[src/assert_macros.svh]
// Assertion macros used by the sentence splitter parser.
`ifndef ASSERT_MACROS_SVH
`define ASSERT_MACROS_SVH

// Condition must hold at every clock edge outside reset.
`define CSFS_ASSERT_ALWAYS(lbl, cond, msg) \
    lbl: assert property (@(posedge i_clk) disable iff (!i_rst_n) (cond)) else $error(msg);

// Antecedent implies consequent on the next clock edge.
`define CSFS_ASSERT_NEXT(lbl, ante, cons, msg) \
    lbl: assert property (@(posedge i_clk) disable iff (!i_rst_n) (ante) |=> (cons)) \
        else $error(msg);

`endif

[src/csfs_pkg.sv]
// Types and character constants of the sentence field splitter.
package csfs_pkg;

    localparam logic [7:0] CH_DOLLAR = 8'h24;
    localparam logic [7:0] CH_NL     = 8'h0A;
    localparam logic [7:0] CH_CR     = 8'h0D;
    localparam logic [7:0] CH_STAR   = 8'h2A;
    localparam logic [7:0] CH_COMMA  = 8'h2C;
    localparam logic [7:0] CH_ZERO   = 8'h30;
    localparam logic [7:0] CH_NINE   = 8'h39;

    localparam logic [15:0] CSUM_MAX = 16'hFFFF;

    typedef enum logic [1:0] {
        KIND_CHAR = 2'd0,
        KIND_FEND = 2'd1,
        KIND_SEND = 2'd2
    } t_kind;

    // Input register contents handed to the parser.
    typedef struct packed {
        logic       valid;
        logic [7:0] data;
    } t_byte_stage;

    // One result item.
    typedef struct packed {
        t_kind       item_kind;
        logic [7:0]  field_char;
        logic [4:0]  field_number;
        logic [15:0] checksum_out;
        logic        star_seen;
        logic        too_long;
    } t_res;

    // Parser result toward the output register.
    typedef struct packed {
        logic advance;
        logic valid;
        t_res res;
    } t_res_stage;

endpackage

[src/csfs_if.sv]
// Valid/ready channel interfaces for input bytes and result items.
interface csfs_in_if;
    logic       valid;
    logic       ready;
    logic [7:0] rx_byte;

    modport source (output valid, output rx_byte, input ready);
    modport sink (input valid, input rx_byte, output ready);
endinterface

interface csfs_out_if;
    logic        valid;
    logic        ready;
    logic [1:0]  item_kind;
    logic [7:0]  field_char;
    logic [4:0]  field_number;
    logic [15:0] checksum_out;
    logic        star_seen;
    logic        too_long;

    modport source (output valid, output item_kind, output field_char, output field_number,
                    output checksum_out, output star_seen, output too_long, input ready);
    modport sink (input valid, input item_kind, input field_char, input field_number,
                  input checksum_out, input star_seen, input too_long, output ready);
endinterface

[src/csfs_in_stage.sv]
// Input register: hold one received byte until the parser takes it.
module csfs_in_stage
    import csfs_pkg::*;
(
    input  logic        i_clk,
    input  logic        i_rst_n,
    input  logic        i_valid,
    input  logic [7:0]  i_data,
    output logic        o_ready,
    input  logic        i_advance,
    output t_byte_stage o_stage
);

    logic       r_valid;
    logic [7:0] r_data;

    assign o_ready = !r_valid || i_advance;

    always_ff @(posedge i_clk) begin
        if (!i_rst_n) begin
            r_valid <= 1'b0;
        end else if (o_ready) begin
            r_valid <= i_valid;
        end
    end

    always_ff @(posedge i_clk) begin
        if (o_ready && i_valid) begin
            r_data <= i_data;
        end
    end

    assign o_stage.valid = r_valid;
    assign o_stage.data  = r_data;

endmodule

[src/csfs_parse.sv]
// Sentence state and per-byte decode: one byte in, at most one result out.
`include "assert_macros.svh"

module csfs_parse
    import csfs_pkg::*;
#(
    parameter int MAX_LEN    = 128,
    parameter int MAX_FIELDS = 32
) (
    input  logic        i_clk,
    input  logic        i_rst_n,
    input  t_byte_stage i_stage,
    input  logic        i_out_free,
    output t_res_stage  o_stage
);

    localparam logic [7:0] LEN_LIM = 8'(MAX_LEN);
    localparam logic [5:0] FLD_LIM = 6'(MAX_FIELDS);

    logic        r_in_sentence, n_in_sentence;
    logic        r_after_star, n_after_star;
    logic        r_digits_stopped, n_digits_stopped;
    logic [4:0]  r_field_count, n_field_count;
    logic [15:0] r_checksum_acc, n_checksum_acc;
    logic [7:0]  r_byte_count, n_byte_count;
    logic        r_length_exceeded, n_length_exceeded;

    logic        advance;
    logic        res_valid;
    t_res        res;
    logic [7:0]  c;
    logic [19:0] csum_next;

    assign advance = i_stage.valid && i_out_free;
    assign c       = i_stage.data;

    // acc * 10 + digit as two shifts and adds
    assign csum_next = {1'b0, r_checksum_acc, 3'b000} + {3'b000, r_checksum_acc, 1'b0}
                     + {16'd0, 4'(c - CH_ZERO)};

    always_comb begin
        n_in_sentence     = r_in_sentence;
        n_after_star      = r_after_star;
        n_digits_stopped  = r_digits_stopped;
        n_field_count     = r_field_count;
        n_checksum_acc    = r_checksum_acc;
        n_byte_count      = r_byte_count;
        n_length_exceeded = r_length_exceeded;
        res_valid         = 1'b0;
        res               = '0;
        res.item_kind     = KIND_CHAR;

        if (advance) begin
            if (c == CH_DOLLAR) begin
                n_in_sentence     = 1'b1;
                n_after_star      = 1'b0;
                n_digits_stopped  = 1'b0;
                n_field_count     = '0;
                n_checksum_acc    = '0;
                n_byte_count      = 8'd1;
                n_length_exceeded = 1'b0;
                res_valid         = 1'b1;
                res.field_char    = c;
            end else if (r_in_sentence) begin
                if (c == CH_NL) begin
                    n_in_sentence    = 1'b0;
                    res_valid        = 1'b1;
                    res.item_kind    = KIND_SEND;
                    res.field_number = r_field_count;
                    res.checksum_out = r_checksum_acc;
                    res.star_seen    = r_after_star;
                    res.too_long     = r_length_exceeded;
                end else if (r_byte_count >= LEN_LIM) begin
                    n_length_exceeded = 1'b1;
                end else begin
                    n_byte_count = r_byte_count + 8'd1;
                    if (r_after_star) begin
                        if (c != CH_CR && !r_digits_stopped) begin
                            if (c >= CH_ZERO && c <= CH_NINE) begin
                                n_checksum_acc = (csum_next > {4'd0, CSUM_MAX}) ?
                                                 CSUM_MAX : csum_next[15:0];
                            end else begin
                                n_digits_stopped = 1'b1;
                            end
                        end
                    end else if (c == CH_COMMA) begin
                        res_valid        = 1'b1;
                        res.item_kind    = KIND_FEND;
                        res.field_number = r_field_count;
                        if ({1'b0, r_field_count} + 6'd1 < FLD_LIM) begin
                            n_field_count = r_field_count + 5'd1;
                        end
                    end else if (c == CH_STAR) begin
                        res_valid        = 1'b1;
                        res.item_kind    = KIND_FEND;
                        res.field_number = r_field_count;
                        n_after_star     = 1'b1;
                    end else begin
                        res_valid        = 1'b1;
                        res.field_char   = c;
                        res.field_number = r_field_count;
                    end
                end
            end
        end
    end

    always_ff @(posedge i_clk) begin
        if (!i_rst_n) begin
            r_in_sentence     <= 1'b0;
            r_after_star      <= 1'b0;
            r_digits_stopped  <= 1'b0;
            r_field_count     <= '0;
            r_checksum_acc    <= '0;
            r_byte_count      <= '0;
            r_length_exceeded <= 1'b0;
        end else begin
            r_in_sentence     <= n_in_sentence;
            r_after_star      <= n_after_star;
            r_digits_stopped  <= n_digits_stopped;
            r_field_count     <= n_field_count;
            r_checksum_acc    <= n_checksum_acc;
            r_byte_count      <= n_byte_count;
            r_length_exceeded <= n_length_exceeded;
        end
    end

    assign o_stage.advance = advance;
    assign o_stage.valid   = res_valid;
    assign o_stage.res     = res;

    `CSFS_ASSERT_ALWAYS(a_len_bound, r_byte_count <= LEN_LIM, "byte count beyond limit")
    `CSFS_ASSERT_ALWAYS(a_fld_bound, {1'b0, r_field_count} < FLD_LIM, "field count beyond limit")
    `CSFS_ASSERT_NEXT(a_dollar_starts, advance && c == CH_DOLLAR,
        r_in_sentence && r_byte_count == 8'd1 && !r_after_star, "dollar did not start clean")
    `CSFS_ASSERT_ALWAYS(a_stop_after_star, !r_digits_stopped || r_after_star,
        "digit scan stopped before star")

endmodule

[src/csfs_out_stage.sv]
// Result register: hold one result item until the consumer takes it.
module csfs_out_stage
    import csfs_pkg::*;
(
    input  logic       i_clk,
    input  logic       i_rst_n,
    input  t_res_stage i_stage,
    input  logic       i_ready,
    output logic       o_free,
    output logic       o_valid,
    output t_res       o_res
);

    logic r_valid;
    t_res r_res;
    logic load;

    assign o_free = !r_valid || i_ready;
    assign load   = i_stage.advance && i_stage.valid;

    always_ff @(posedge i_clk) begin
        if (!i_rst_n) begin
            r_valid <= 1'b0;
        end else if (o_free) begin
            r_valid <= load;
        end
    end

    always_ff @(posedge i_clk) begin
        if (load) begin
            r_res <= i_stage.res;
        end
    end

    assign o_valid = r_valid;
    assign o_res   = r_res;

endmodule

[src/comma_sentence_field_splitter_core.sv]
// A byte waits in the input register; its decoded result waits in the result register.
// Throughput: one byte per cycle; the input register and result register let bytes stream
// back to back, and a stalled result blocks new bytes only once both registers are full.
// Bytes that give no result (outside a sentence, after the star, over length) are absorbed.
// Reset (i_rst_n low, synchronous) empties both registers and clears all sentence state;
// no clearing pass follows, so an item can be taken in the first cycle after reset.
module comma_sentence_field_splitter_core
    import csfs_pkg::*;
#(
    parameter int MAX_LEN    = 128,
    parameter int MAX_FIELDS = 32
) (
    input  logic  i_clk,
    input  logic  i_rst_n,
    csfs_in_if.sink    i_rx,
    csfs_out_if.source o_res
);

    t_byte_stage byte_stage;
    t_res_stage  res_stage;
    t_res        out_res;
    logic        out_free;

    // Hold the incoming byte; advance when the result register has room.
    csfs_in_stage u_in (
        .i_clk     (i_clk),
        .i_rst_n   (i_rst_n),
        .i_valid   (i_rx.valid),
        .i_data    (i_rx.rx_byte),
        .o_ready   (i_rx.ready),
        .i_advance (res_stage.advance),
        .o_stage   (byte_stage)
    );

    // Decode the byte against the sentence state and update that state.
    csfs_parse #(
        .MAX_LEN    (MAX_LEN),
        .MAX_FIELDS (MAX_FIELDS)
    ) u_parse (
        .i_clk      (i_clk),
        .i_rst_n    (i_rst_n),
        .i_stage    (byte_stage),
        .i_out_free (out_free),
        .o_stage    (res_stage)
    );

    // Register the result item for the consumer.
    csfs_out_stage u_out (
        .i_clk   (i_clk),
        .i_rst_n (i_rst_n),
        .i_stage (res_stage),
        .i_ready (o_res.ready),
        .o_free  (out_free),
        .o_valid (o_res.valid),
        .o_res   (out_res)
    );

    assign o_res.item_kind    = out_res.item_kind;
    assign o_res.field_char   = out_res.field_char;
    assign o_res.field_number = out_res.field_number;
    assign o_res.checksum_out = out_res.checksum_out;
    assign o_res.star_seen    = out_res.star_seen;
    assign o_res.too_long     = out_res.too_long;

endmodule
[src/flat_wrapper.sv]
// flat-port wrapper written by rule: the top's interface ports become plain ports
module comma_sentence_field_splitter_core_flat import csfs_pkg::*;
#(
    parameter int MAX_LEN    = 128,
    parameter int MAX_FIELDS = 32
)
  (i_clk, i_rst_n, i_rx_valid, i_rx_rx_byte, i_rx_ready, o_res_valid, o_res_item_kind, o_res_field_char, o_res_field_number, o_res_checksum_out, o_res_star_seen, o_res_too_long, o_res_ready);
  csfs_in_if i_rx_i ();
  csfs_out_if o_res_i ();
  input  logic i_clk;
  input  logic i_rst_n;
  input wire logic [$bits(i_rx_i.valid)-1:0] i_rx_valid;
  input wire logic [$bits(i_rx_i.rx_byte)-1:0] i_rx_rx_byte;
  output wire logic [$bits(i_rx_i.ready)-1:0] i_rx_ready;
  output wire logic [$bits(o_res_i.valid)-1:0] o_res_valid;
  output wire logic [$bits(o_res_i.item_kind)-1:0] o_res_item_kind;
  output wire logic [$bits(o_res_i.field_char)-1:0] o_res_field_char;
  output wire logic [$bits(o_res_i.field_number)-1:0] o_res_field_number;
  output wire logic [$bits(o_res_i.checksum_out)-1:0] o_res_checksum_out;
  output wire logic [$bits(o_res_i.star_seen)-1:0] o_res_star_seen;
  output wire logic [$bits(o_res_i.too_long)-1:0] o_res_too_long;
  input wire logic [$bits(o_res_i.ready)-1:0] o_res_ready;
  assign i_rx_i.valid = i_rx_valid;
  assign i_rx_i.rx_byte = i_rx_rx_byte;
  assign i_rx_ready = i_rx_i.ready;
  assign o_res_valid = o_res_i.valid;
  assign o_res_item_kind = o_res_i.item_kind;
  assign o_res_field_char = o_res_i.field_char;
  assign o_res_field_number = o_res_i.field_number;
  assign o_res_checksum_out = o_res_i.checksum_out;
  assign o_res_star_seen = o_res_i.star_seen;
  assign o_res_too_long = o_res_i.too_long;
  assign o_res_i.ready = o_res_ready;
  comma_sentence_field_splitter_core #(.MAX_LEN(MAX_LEN), .MAX_FIELDS(MAX_FIELDS)) u_core (.i_clk(i_clk), .i_rst_n(i_rst_n), .i_rx(i_rx_i), .o_res(o_res_i));
endmodule
[config.mk]
export PLATFORM = sky130hd
export DESIGN_NAME = comma_sentence_field_splitter_core_flat
export DESIGN_NICKNAME = d
export VERILOG_FILES = /design/src/csfs_pkg.sv /design/src/csfs_if.sv /design/src/csfs_in_stage.sv /design/src/csfs_parse.sv /design/src/csfs_out_stage.sv /design/src/comma_sentence_field_splitter_core.sv /design/src/flat_wrapper.sv
export VERILOG_INCLUDE_DIRS = /design/src /design/src/src
export SDC_FILE = /design/constraint.sdc
export NUM_CORES = 1
export LEC_CHECK = 0
export ABC_CLOCK_PERIOD_IN_PS = 5050
export BUFFER_PORTS_ARGS = -buffer_cell sky130_fd_sc_hd__buf_2
export CAP_MARGIN = 20
export CELL_PAD_IN_SITES_DETAIL_PLACEMENT = 0
export CELL_PAD_IN_SITES_GLOBAL_PLACEMENT = 1
export CORE_ASPECT_RATIO = 1.5
export CORE_MARGIN = 2
export CORE_UTILIZATION = 40
export CTS_CLUSTER_SIZE = 25
export DETAILED_ROUTE_END_ITERATION = 10
export HOLD_SLACK_MARGIN = 0.08
export PLACE_DENSITY = 0.73
export SLEW_MARGIN = 20
export SYNTH_ARGS = -nofsm -noshare
export SYNTH_HDL_FRONTEND = slang
export SYNTH_SLANG_ARGS = --single-unit
export TNS_END_PERCENT = 30
[constraint.sdc]
create_clock -name i_clk -period 5.05 [get_ports i_clk]
set_clock_uncertainty 0.1 [all_clocks]
set_input_delay 0.7575 -clock i_clk [delete_from_list [all_inputs] [get_ports i_clk]]
set_output_delay 0.7575 -clock i_clk [all_outputs]
set_load 0.02 [all_outputs]
Word level (Yosys, flattened, before mapping)
Index checks and enable logic that the tools add are counted.
{ "word_totals": {"regBits": 76, "input_bits": 12, "wordCells": 123} }
{ "op_classes": {"n_addsub": 6, "n_lt_le_gt_ge": 5, "n_eq_ne": 9, "mux": 58, "n_bitwise": 3, "n_reduce_logical": 25} }
{ "op_table": {"columns": ["operator", "count"], "rows": [
  ["2-to-1 mux 16 bit", 8],
  ["2-to-1 mux 8 bit", 8],
  ["2-to-1 mux 5 bit", 8],
  ["2-to-1 mux 31 bit", 1],
  ["2-to-1 mux 15 bit", 2],
  ["2-to-1 mux 1 bit", 29],
  ["== test 8 x 6 -> 1 bit (second input constant)", 3],
  ["AND reduction 7 bit", 3],
  ["adder 19 x 17 -> 20 bit", 1],
  ["adder 20 x 4 -> 20 bit", 1],
  ["greater-than comparator 20 x 16 -> 1 bit (second input constant)", 1],
  ["2-to-1 mux 18 bit", 1],
  ["nonzero test 2 bit", 7],
  ["adder 8 x 1 -> 8 bit (second input constant)", 1],
  ["== test 8 x 4 -> 1 bit (second input constant)", 1],
  ["greater-or-equal comparator 8 x 6 -> 1 bit (second input constant)", 1],
  ["greater-or-equal comparator 8 bit (second input constant)", 1],
  ["less-or-equal comparator 8 x 6 -> 1 bit (second input constant)", 1],
  ["inequality test 8 x 4 -> 1 bit (second input constant)", 1],
  ["AND reduction 4 bit", 2],
  ["adder 5 x 1 -> 6 bit (second input constant)", 1],
  ["less-than comparator 6 bit (second input constant)", 1],
  ["inequality test 2 bit (second input constant)", 3],
  ["OR reduction 6 bit", 1],
  ["other kinds (10)", 19]
]} }

Depth between registers and ports, before layout
Gate-level depths: netlist (run 1).
{ "depth": {"ltp_word": 11, "mapped_depth": 11} }

Cells and area by module
Synthesis (run 1) repeated with hierarchy kept, for this count alone.
{ "hier_totals": {"cells_unflattened": 402, "area_unflattened_um2": 4154.0} }
{ "modules_own_cells": {"columns": ["module", "instances", "cells_per_inst", "area_per_inst_um2"], "rows": [
  ["csfs_parse", 1, 350, 2805.2],
  ["csfs_out_stage", 1, 38, 1043.5],
  ["csfs_in_stage", 1, 14, 305.3]
]} }

Least setup slack after synthesis (run 1)
OpenSTA, ideal clock, no wires.
{ "synth_path": {"path_type": "reg-to-reg", "start": "register u_core.u_in.r_data[3]", "end": "register u_core.u_parse.r_checksum_acc[15]", "arrival_time_ns": 3.230, "setup_slack_ns": 1.586, "path_stages_with_launch": 11, "path_cell_list": "edfxtp_1 -> fa_1 -> fa_1 -> a211oi_1 -> o21ai_0 -> a31oi_1 -> nor3_1 -> or2_2 -> a2111oi_4 -> buf_6 -> a211oi_1"} }
{ "synth_between": {"elab_chain_len": 11} }
{ "synth_lines": {"columns": ["item", "line_no", "rtl"], "rows": [
  ["start, declared", "csfs_in_stage.sv:15", "logic [7:0] r_data;"],
  ["start signal, assigned", "csfs_in_stage.sv:29", "r_data <= i_data;"],
  ["subtractor 4 x 1 -> 4 bit", "csfs_parse.sv:39", "+ {16'd0, 4'(c - CH_ZERO)};"],
  ["adder 20 x 4 -> 20 bit", "csfs_parse.sv:39", null],
  ["greater-than comparator 20 x 16 -> 1 bit", "csfs_parse.sv:80", "n_checksum_acc = (csum_next > {4'd0, CSUM_MAX}) ?"],
  ["2-to-1 mux 16 bit", "csfs_parse.sv:80", null],
  ["2-to-1 mux 16 bit", "csfs_parse.sv:79", "if (c >= CH_ZERO && c <= CH_NINE) begin"],
  ["2-to-1 mux 16 bit", "csfs_parse.sv:78", "if (c != CH_CR && !r_digits_stopped) begin"],
  ["2-to-1 mux 16 bit", "csfs_parse.sv:77", "if (r_after_star) begin"],
  ["2-to-1 mux 16 bit", "csfs_parse.sv:73", "end else if (r_byte_count >= LEN_LIM) begin"],
  ["2-to-1 mux 16 bit", "csfs_parse.sv:65", "if (c == CH_NL) begin"],
  ["2-to-1 mux 16 bit", "csfs_parse.sv:64", "end else if (r_in_sentence) begin"],
  ["2-to-1 mux 16 bit", "csfs_parse.sv:54", "if (c == CH_DOLLAR) begin"],
  ["end signal, assigned", "csfs_parse.sv:122", "r_checksum_acc <= n_checksum_acc;"],
  ["end, declared", "csfs_parse.sv:24", "logic [15:0] r_checksum_acc, n_checksum_acc;"]
]} }
Parallel ways exist; a longest one is shown, timed or not. The select of a mux whose other input is x is not followed.
A chain may end at the register's enable or synchronous reset.

Worst setup path in the final report (run 1)
{ "layout_path": {"start": "register u_core.u_in.r_data[3]", "end": "register u_core.u_parse.r_checksum_acc[3]"} }
Same word-level chain as after synthesis.

==> flow_summary.json, run 1 <==
{
  "status": "finished clean",
  "p_per_area_mw_per_mm2": 279,
  "drv_slew": 0,
  "grt_usage_pct": 17.2,
  "power_mw": 1.30,
  "critPathKind": "reg2reg",
  "synth_top_cell_by_area": "edfxtp_1",
  "vias": 3012,
  "antenna_cells": 0,
  "cts_buffers": 9,
  "clk_pin_slew_ns": 0.05,
  "async_flop_share_pct": 0,
  "crit_path_start": "u_core.u_in.r_data[3]",
  "dp_hpwl_um": 6700,
  "syn2layout_area_growth_pct": 16.2,
  "antenna_left": 0,
  "netlist_area_mm2": 0.00399,
  "cp.arrival_ns": 4.22,
  "cts_setup_buffers": 0,
  "setup_viol": 0,
  "synth_ff_type": "edfxtp_1",
  "worstPathRequired_ns": 5.12,
  "holdWs_ns": 0.380,
  "reg2reg_depth": 9,
  "cts_hold_buf": 0,
  "synth.avg_cell_area_um2": 10.6,
  "fp.dieH_um": 126,
  "fill_cells": 911,
  "rsz0062_at_grt": "no",
  "timing.final.crit_share_pct": 82.1,
  "max_freq_mhz": 241,
  "coreArea_mm2": 0.00969,
  "cts_tree": "yes",
  "grt_pass1_wl_um": 14500,
  "ys_top_cells_by_area": "edfxtp_1 31%, dfxtp_1 18%, ha_1 11%, and2_1 4.5%, a21oi_1 4.3%",
  "crit_path_max_fanout": 16,
  "grt_pass1_vias": 2922,
  "post-route-min-period_ns": 4.15,
  "synth_cell_types": 47,
  "clk_latency_ns": 0.33,
  "slew_headroom_pct": 36.6,
  "finalNetCount": 477,
  "drtPass1Iterations": 4,
  "worst_pin_slew_ns": 0.951,
  "portBuffers": 46,
  "grt_overflow": 0,
  "cp_slowest_cell": "a2111oi_4",
  "post_dp_cell_area_mm2": 0.00435,
  "final_common_cell": "buf_2",
  "synth-edff-count": 41,
  "avgRoutedWirePerCell_um": 16.2,
  "r2r_setup_slack_ns": 0.90,
  "start_util_pct": 41.2,
  "drtIter0Drc": 123,
  "yosysSeqAreaShare_pct": 48.4,
  "cap_violations": 0,
  "cts_root_buf": "clkbuf_16",
  "layout-drive-gt1-share_pct": 16.4,
  "wl_um": 8920,
  "synth-seq-cells": 76,
  "final_cell_mix": "46 x buf_2, 41 x edfxtp_1, 35 x nor2_1, 35 x dfxtp_1",
  "fin_area_mm2": 0.00464,
  "post-route-util_pct": 47.9,
  "critPathMaxStageDelay_ns": 0.84,
  "synth_nets": 426,
  "crit_path_end_kind": "flop",
  "timing.rr.start": "u_core.u_in.r_data[3]",
  "antenna_found_initial": 0,
  "place_congestion": 0.884,
  "hold_viol": 0,
  "synth_warnings": 0,
  "cts_resized": 0,
  "ir_drop_uv": 286,
  "regArea_mm2": 0.00193,
  "hold_path_class": "reg2reg",
  "clk_path_buf_depth": 2,
  "multiInputGateArea_mm2": 0.00197,
  "vias_per_cell": 5.49,
  "pre_cts_slack_ns": 0.935,
  "syn_inst": 378,
  "ios": 47,
  "num_rows": 44,
  "remaining_drc_errors": 0,
  "cts_sinks": 76,
  "grt_max_degree": 31,
  "endpoint": "u_core.u_parse.r_checksum_acc[3]",
  "worst_slack_ns": 0.905,
  "rr_endpoint": "u_core.u_parse.r_checksum_acc[3]",
  "htreeDepth": 3,
  "final_cells": 549,
  "placed_cells": 533,
  "crit_chain": "fa_1 -> fa_1 -> a211oi_1 -> o21ai_0 -> a31oi_1 -> nor3_1 -> or2_2 -> a2111oi_4 -> a211oi_1",
  "die_area_mm2": 0.0108,
  "tns_ns": 0,
  "die_x_um": 85.6,
  "cp-start-kind": "flop",
  "synth_top_area_share_pct": 30.8,
  "leakage_nw": 1.76
}
cells by family (layout without fill, tap and decap cells):
group                      Yosys count  count (layout)  share of synthesized area, %
and+or+nand+nor                    128             128                          16.6
AOI/OAI and AO/OA                   94              94                          16.1
DFF                                 76              76                          48.4
adders and majority gates           36              36                          11.7
xor gates and xnor gates            22              22                          4.83
buffers and inverters               21              77                          2.19
muxes                                1               1                         0.251
cells in the mapped netlist (5+ instances only):
library cell,instances
a31oi_1,10
clkbuf_1,9
nand2_1,22
dfxtp_1,35
o21ai_0,8
inv_1,10
nand4_1,8
ha_1,34
xor2_1,17
nor3_1,6
xnor2_1,5
a211oi_1,18
nand3_1,6
edfxtp_1,41
and2_1,29
a21oi_1,34
nor2_1,35
cell type report:
class / count / share of cell area, %
repair buffers: 51 / 5.77
inverters: 10 / 0.809
well taps: 115 / 3.10
flip-flops and latches: 76 / 41.7
clock buffers: 10 / 4.94
multi-input cells: 281 / 42.5
clock inverters: 6 / 1.19
how the worst min path moves through the flow:
stage                                           startpoint                                to  slack, ns  cells after the start
after floorplan           u_core.u_parse.r_length_exceeded  u_core.u_parse.r_length_exceeded       0.33                      2
after CTS                  u_core.u_parse.r_digits_stopped   u_core.u_parse.r_digits_stopped       0.38                      2
after detailed placement   u_core.u_parse.r_digits_stopped   u_core.u_parse.r_digits_stopped       0.37                      2
after global routing       u_core.u_parse.r_digits_stopped   u_core.u_parse.r_digits_stopped       0.40                      2
final                      u_core.u_parse.r_digits_stopped   u_core.u_parse.r_digits_stopped       0.38                      2
after global placement     u_core.u_parse.r_digits_stopped   u_core.u_parse.r_digits_stopped       0.35                      2
power by group:
group          total (mW)  leakage (nW)  internal (mW)  switching, mW
clock               0.610         0.137          0.377          0.233
sequential          0.661         0.593          0.653        0.00744
combinational      0.0255          1.03        0.00923         0.0163
total                1.30          1.76           1.04          0.256
flip-flops by register name, summed over array words and instances (netlist names):
| signal | flops |
|---|---|
| u_core.u_parse.r_after_star | 1 |
| u_core.u_parse.r_digits_stopped | 1 |
| u_core.u_out.o_res | 33 |
| u_core.u_out.o_valid | 1 |
| u_core.u_parse.r_byte_count | 8 |
| u_core.u_parse.r_length_exceeded | 1 |
| u_core.u_in.r_data | 8 |
| u_core.u_parse.r_field_count | 5 |
| u_core.u_parse.r_in_sentence | 1 |
| u_core.u_in.r_valid | 1 |
| u_core.u_parse.r_checksum_acc | 16 |
critical path, delay by kind of cell (launching register included):
family / cells / cell delay (ns)
AO/OA/AOI/OAI: 5 / 1.92
adder cells (fa/ha/maj): 2 / 1.03
flip-flops: 1 / 0.50
AND/OR/NAND/NOR: 2 / 0.43
layer usage:
metal	GRT usage [%]	vias to the layer above	part of all wire, %
met4	7.10	0	2.3
met2	30.7	53	54
met5	0	-	0
li1	-	1505	-
met3	3.84	14	2.6
met1	19.4	1440	41
No activity file was read; power rests on OpenSTA's default activity.
==> run 2: changes to the inputs <==
Settings changed: ABC_AREA set to 1, ABC_CLOCK_PERIOD_IN_PS 5050 to 3400, PLACE_DENSITY 0.73 to 0.78.
Clock period 5.05 ns to 3.4 ns, I/O delays scaled along.
==> flow_summary.json, run 2 <==
{
  "status": "finished clean",
  "syn2layout_area_growth_pct": 13.7,
  "async_flop_share_pct": 0,
  "pre_cts_slack_ns": 0.383,
  "p_int_mw": 1.51,
  "antenna_left": 0,
  "worst_pin_slew_ns": 0.932,
  "synth-edff-count": 41,
  "netlist_top_cells_count": "137 x nand2_1, 87 x inv_1, 55 x nor2_1",
  "p_per_area_mw_per_mm2": 362,
  "clock_power_share_pct": 46.3,
  "synth_warnings": 0,
  "synth_top_area_share_pct": 26.9,
  "critPathKind": "reg2reg",
  "post_dp_cell_area_mm2": 0.00494,
  "cts_root_buf": "clkbuf_16",
  "synthSimpleGateAreaFrac_pct": 28.1,
  "final_cells": 768,
  "synth.area.mux_share_pct": 0,
  "synth_ff_type": "edfxtp_1",
  "sw_frac_of_total_pct": 19.8,
  "crit_path_end_kind": "flop",
  "endpoint": "u_core.u_parse.r_checksum_acc[0]",
  "dp_hpwl_um": 7980,
  "cp.arrival_ns": 3.09,
  "yosysSeqAreaShare_pct": 42.1,
  "grt_pass1_vias": 3509,
  "netlist_area_mm2": 0.00458,
  "synth_nets": 613,
  "grt_overflow": 0,
  "synth_xor_area_share_pct": 2.10,
  "rsz0062_at_grt": "no",
  "grt_usage_pct": 16.9,
  "synth_fa_ha_area_share_pct": 10.2,
  "hold_viol": 0,
  "cap_violations": 0,
  "cts_sinks": 76,
  "vias_per_cell": 4.75,
  "cp-start-kind": "flop",
  "drtIter0Drc": 201,
  "final_cell_mix": "137 x nand2_1, 87 x inv_1, 55 x nor2_1, 46 x buf_2, 41 x edfxtp_1",
  "grt_pass1_wl_um": 16300,
  "avgRoutedWirePerCell_um": 13.3,
  "remaining_drc_errors": 0,
  "cts_hold_buf": 0,
  "fp.dieH_um": 135,
  "finalNetCount": 664,
  "crit_path_start": "u_core.u_in.r_data[2]",
  "fin_area_mm2": 0.00521,
  "placed_cells": 752,
  "synth_top_cell_by_area": "edfxtp_1",
  "post-route-min-period_ns": 3.02,
  "die_x_um": 91.4,
  "clk_path_buf_depth": 2,
  "clk_pin_slew_ns": 0.06,
  "grt_max_degree": 22,
  "synth_top_family_by_area": "simple AND/OR/NAND/NOR gates",
  "wl_um": 10200,
  "reg2reg_depth": 15,
  "cts_tree": "yes",
  "synth.avg_cell_area_um2": 8.11,
  "worstPathRequired_ns": 3.47,
  "synth_cell_types": 39,
  "max_freq_mhz": 331,
  "cts_resized": 0,
  "cts_setup_buffers": 0,
  "slew_headroom_pct": 37.8,
  "ys_top_cells_by_area": "edfxtp_1 27%, dfxtp_1 15%, nand2_1 11%, ha_1 9.3%, inv_1 7.1%",
  "timing.final.crit_share_pct": 88.8,
  "drv_slew": 0,
  "vias": 3651,
  "clk_latency_ns": 0.33,
  "num_rows": 47,
  "antenna_cells": 0,
  "tns_ns": 0,
  "timing.rr.start": "u_core.u_in.r_data[2]",
  "rr_endpoint": "u_core.u_parse.r_checksum_acc[0]",
  "synthMostInstantiatedCell": "nand2_1",
  "cts_buffers": 9,
  "antenna_found_initial": 0,
  "layout-drive-gt1-share_pct": 18.0,
  "ios": 47,
  "start_util_pct": 41.2,
  "die_area_mm2": 0.0124,
  "p_comb_share_pct": 2.0,
  "drtPass1Iterations": 4,
  "setup_viol": 0,
  "synth-seq-cells": 76,
  "place_congestion": 0.871,
  "crit_path_max_fanout": 16,
  "final_common_cell": "nand2_1",
  "largest_register_ffs": 33,
  "fill_cells": 1100,
  "ir_drop_uv": 202,
  "syn_inst": 565,
  "hold_path_class": "in2reg",
  "htreeDepth": 3,
  "portBuffers": 46,
  "power_frac_seq_pct": 51.7,
  "r2r_setup_slack_ns": 0.38,
  "synth_compound_gate_area_share_pct": 7.89,
  "coreArea_mm2": 0.0111,
  "worst_slack_ns": 0.380,
  "leakage_nw": 2.47,
  "power_switching_mw": 0.374
}
-- run 2: final cells by class --
type | instances | area (um^2) | share of cell area [%]
clock buffers | 14 | 264 | 5.06
clock inverters | 2 | 10.0 | 0.192
inverters | 96 | 363 | 6.96
multi-input cells | 385 | 2220 | 42.5
flip-flops and latches | 76 | 1930 | 37.1
well taps | 147 | 184 | 3.53
repair buffers | 48 | 245 | 4.70
-- run 2: worst min path at each step --
stage                                                start                          endpoint  slack [ns]  cells after the start
after CTS                                  i_rx_rx_byte[6]             u_core.u_in.r_data[6]        0.24                      1
after global routing                       i_rx_rx_byte[6]             u_core.u_in.r_data[6]        0.24                      1
final                                      i_rx_rx_byte[1]             u_core.u_in.r_data[1]        0.25                      1
after detailed placement  u_core.u_parse.r_length_exceeded  u_core.u_parse.r_length_exceeded        0.36                      2
after global placement    u_core.u_parse.r_length_exceeded  u_core.u_parse.r_length_exceeded        0.35                      2
after floorplan            u_core.u_parse.r_digits_stopped   u_core.u_parse.r_digits_stopped        0.34                      2
-- run 2: per-layer routing --
metal / wire length (um) / vias to the layer above / global-route usage [%]
met5: 0 / - / 0
met4: 189 / 0 / 6.65
met3: 209 / 9 / 2.85
met2: 5560 / 46 / 32.8
met1: 4260 / 1687 / 17.8
li1: - / 1909 / -
-- run 2: power by group through the flow --
| stage | logic, mW | clock network (mW) | registers, mW |
|---|---|---|---|
| after floorplan | 0.0240 | 0 | 0.993 |
| after global placement | 0.0381 | 0 | 0.993 |
| after detailed placement | 0.0380 | 0 | 0.994 |
| after CTS | 0.0382 | 0.880 | 0.975 |
| after global routing | 0.0428 | 0.918 | 0.975 |
| final | 0.0379 | 0.873 | 0.975 |
-- run 2: kinds of logic after synthesis --
group,Yosys count
compound gates,62
xor+xnor,11
fa+ha+maj,36
buf+inv,104
flops,76
simple gates,276
-- run 2: metrics by stage --
step	hold WS (ns)	util (%)	total power, mW
4_1_cts	0.245	46.9	1.89
6_report	0.253	46.9	1.89
2_1_floorplan	0.336	-	1.02
3_3_place_gp	0.349	44.4	1.03
3_5_place_dp	0.362	44.4	1.03
5_1_grt	0.243	46.9	1.94
-- run 2: worst max-delay path: stages (launching register included) --
cell and delay (ns):
edfxtp_1 0.50, ha_1 0.32, ha_1 0.25, fa_1 0.41
nand2_1 0.09, nand2_1 0.08, nand3b_1 0.10, nand2_2 0.09
nand2_1 0.09, nand2_1 0.06, nand2_1 0.06, nand2_1 0.07
nor2_4 0.35, nand3_1 0.13, nand2_1 0.09, a21oi_1 0.06
==> run 3: changes to the inputs <==
Settings changed: CTS_BUF_LIST set to sky130_fd_sc_hd__clkbuf_4, CTS_CLUSTER_DIAMETER set to 100, SETUP_SLACK_MARGIN set to 0.02.
==> flow_summary.json, run 3 (synthesis gave the netlist of run 2 again) <==
{
  "grt_pass1_wl_um": 16200,
  "ios": 47,
  "multiInputGateArea_mm2": 0.00222,
  "holdCritStartpoint": "i_rx_rx_byte[1]",
  "crit_chain": "ha_1 -> ha_1 -> fa_1 -> nand2_1 -> nand2_1 -> nand3b_1 -> nand2_2 -> nand2_1 -> nand2_1 -> nand2_1 -> nand2_1 -> nor2_4 -> nand3_1 -> nand2_1 -> a21oi_2",
  "htreeDepth": 3,
  "clk_pin_slew_ns": 0.11,
  "die_area_mm2": 0.0124,
  "status": "finished clean",
  "hold_viol": 0,
  "tns_ns": 0,
  "power_mw": 1.47,
  "drv_slew": 0,
  "die_x_um": 91.4,
  "critical_path.most_common_cell": "nand2_1",
  "layout-drive-gt1-share_pct": 18.2,
  "pre_cts_slack_ns": 0.383,
  "critPathKind": "reg2reg",
  "critPathMaxStageDelay_ns": 0.52,
  "largest_register_ffs": 33,
  "avgRoutedWirePerCell_um": 13.1,
  "worst_slack_ns": 0.381,
  "finalNetCount": 664,
  "fill_cells": 1122,
  "setup_viol": 0,
  "cap_violations": 0,
  "grt_usage_pct": 16.8,
  "cp_slowest_cell": "edfxtp_1",
  "cts_sinks": 76,
  "cts_hold_buf": 0,
  "final_cell_mix": "137 x nand2_1, 87 x inv_1, 55 x nor2_1, 46 x buf_2, 41 x edfxtp_1",
  "clk_latency_ns": 0.43,
  "cts_setup_buffers": 0,
  "crit_path_start": "u_core.u_in.r_data[2]",
  "clk_path_buf_depth": 2,
  "crit_path_end_kind": "flop",
  "max_freq_mhz": 331,
  "ir_drop_uv": 125,
  "grt_max_degree": 22,
  "drtPass1Iterations": 4,
  "slew_headroom_pct": 38.6,
  "antenna_left": 0,
  "remaining_drc_errors": 0,
  "coreArea_mm2": 0.0111,
  "cp-start-kind": "flop",
  "cts_buffers": 9,
  "drtIter0Drc": 168,
  "antenna_found_initial": 1,
  "rsz0062_at_grt": "no",
  "crit_path_max_fanout": 16,
  "cp.arrival_ns": 3.21,
  "worstPathRequired_ns": 3.59,
  "num_rows": 47,
  "cts_resized": 0,
  "worst_pin_slew_ns": 0.920,
  "leakage_nw": 2.40,
  "regArea_mm2": 0.00193,
  "syn2layout_area_growth_pct": 10.2,
  "post-route-min-period_ns": 3.02,
  "p_per_area_mw_per_mm2": 291,
  "grt_overflow": 0,
  "grt_pass1_vias": 3499,
  "place_congestion": 0.871,
  "cts_root_buf": "clkbuf_4",
  "timing.rr.start": "u_core.u_in.r_data[2]",
  "final_common_cell": "nand2_1",
  "timing.final.crit_share_pct": 88.8,
  "cts_tree": "yes",
  "vias_per_cell": 4.75,
  "dp_hpwl_um": 7980,
  "start_util_pct": 41.2,
  "hold_path_class": "in2reg",
  "wl_um": 10100,
  "fp.dieH_um": 135,
  "vias": 3655,
  "portBuffers": 46
}
run 3: worst paths after layout:
check                                           end  cells after the start  slack, ns
setup reg to reg  u_core.u_parse.r_checksum_acc[13]                     15       0.38
hold / removal                u_core.u_in.r_data[1]                      1       0.16
setup / recovery  u_core.u_parse.r_checksum_acc[13]                     15       0.38
hold reg to reg     u_core.u_parse.r_field_count[4]                      2       0.38
run 3: layout make-up:
cell class | count | area share [%]
antenna | 1 | 0.0496
clock buffer | 12 | 1.78
clock inverter | 4 | 0.347
inverter | 96 | 7.19
multi-input combinational | 385 | 43.9
sequential | 76 | 38.3
tap | 147 | 3.64
timing repair buffer | 48 | 4.86
run 3: power by group:
group	switching, mW	internal, mW
clock	0.288	0.168
combinational	0.0256	0.0123
sequential	0.00719	0.966
run 3: stage by stage:
stage,instances,hold slack [ns],area [um^2],utilization (%)
final,769,0.158,5050,45.4
after global routing,769,0.124,5050,45.4
after CTS,768,0.117,5050,45.4
after detailed placement,752,0.362,4940,44.4
after global placement,752,0.349,4940,44.4
after floorplan,565,0.336,4580,-
run 3: metal layers:
| metal | vias to the layer above | wire length (um) | global-route usage, % |
|---|---|---|---|
| li1 | 1916 | - | - |
| met5 | - | 0 | 0 |
| met4 | 0 | 202 | 6.65 |
| met1 | 1688 | 4190 | 17.5 |
| met2 | 42 | 5440 | 32.7 |
| met3 | 9 | 225 | 3.01 |
run 3: worst max-delay path, delay by kind of cell (launching register included):
family | cells | cell delay [ns]
adder cells (fa/ha/maj) | 3 | 0.98
AND/OR/NAND/NOR | 11 | 1.22
AO/OA/AOI/OAI | 1 | 0.05
flip-flops | 1 | 0.52
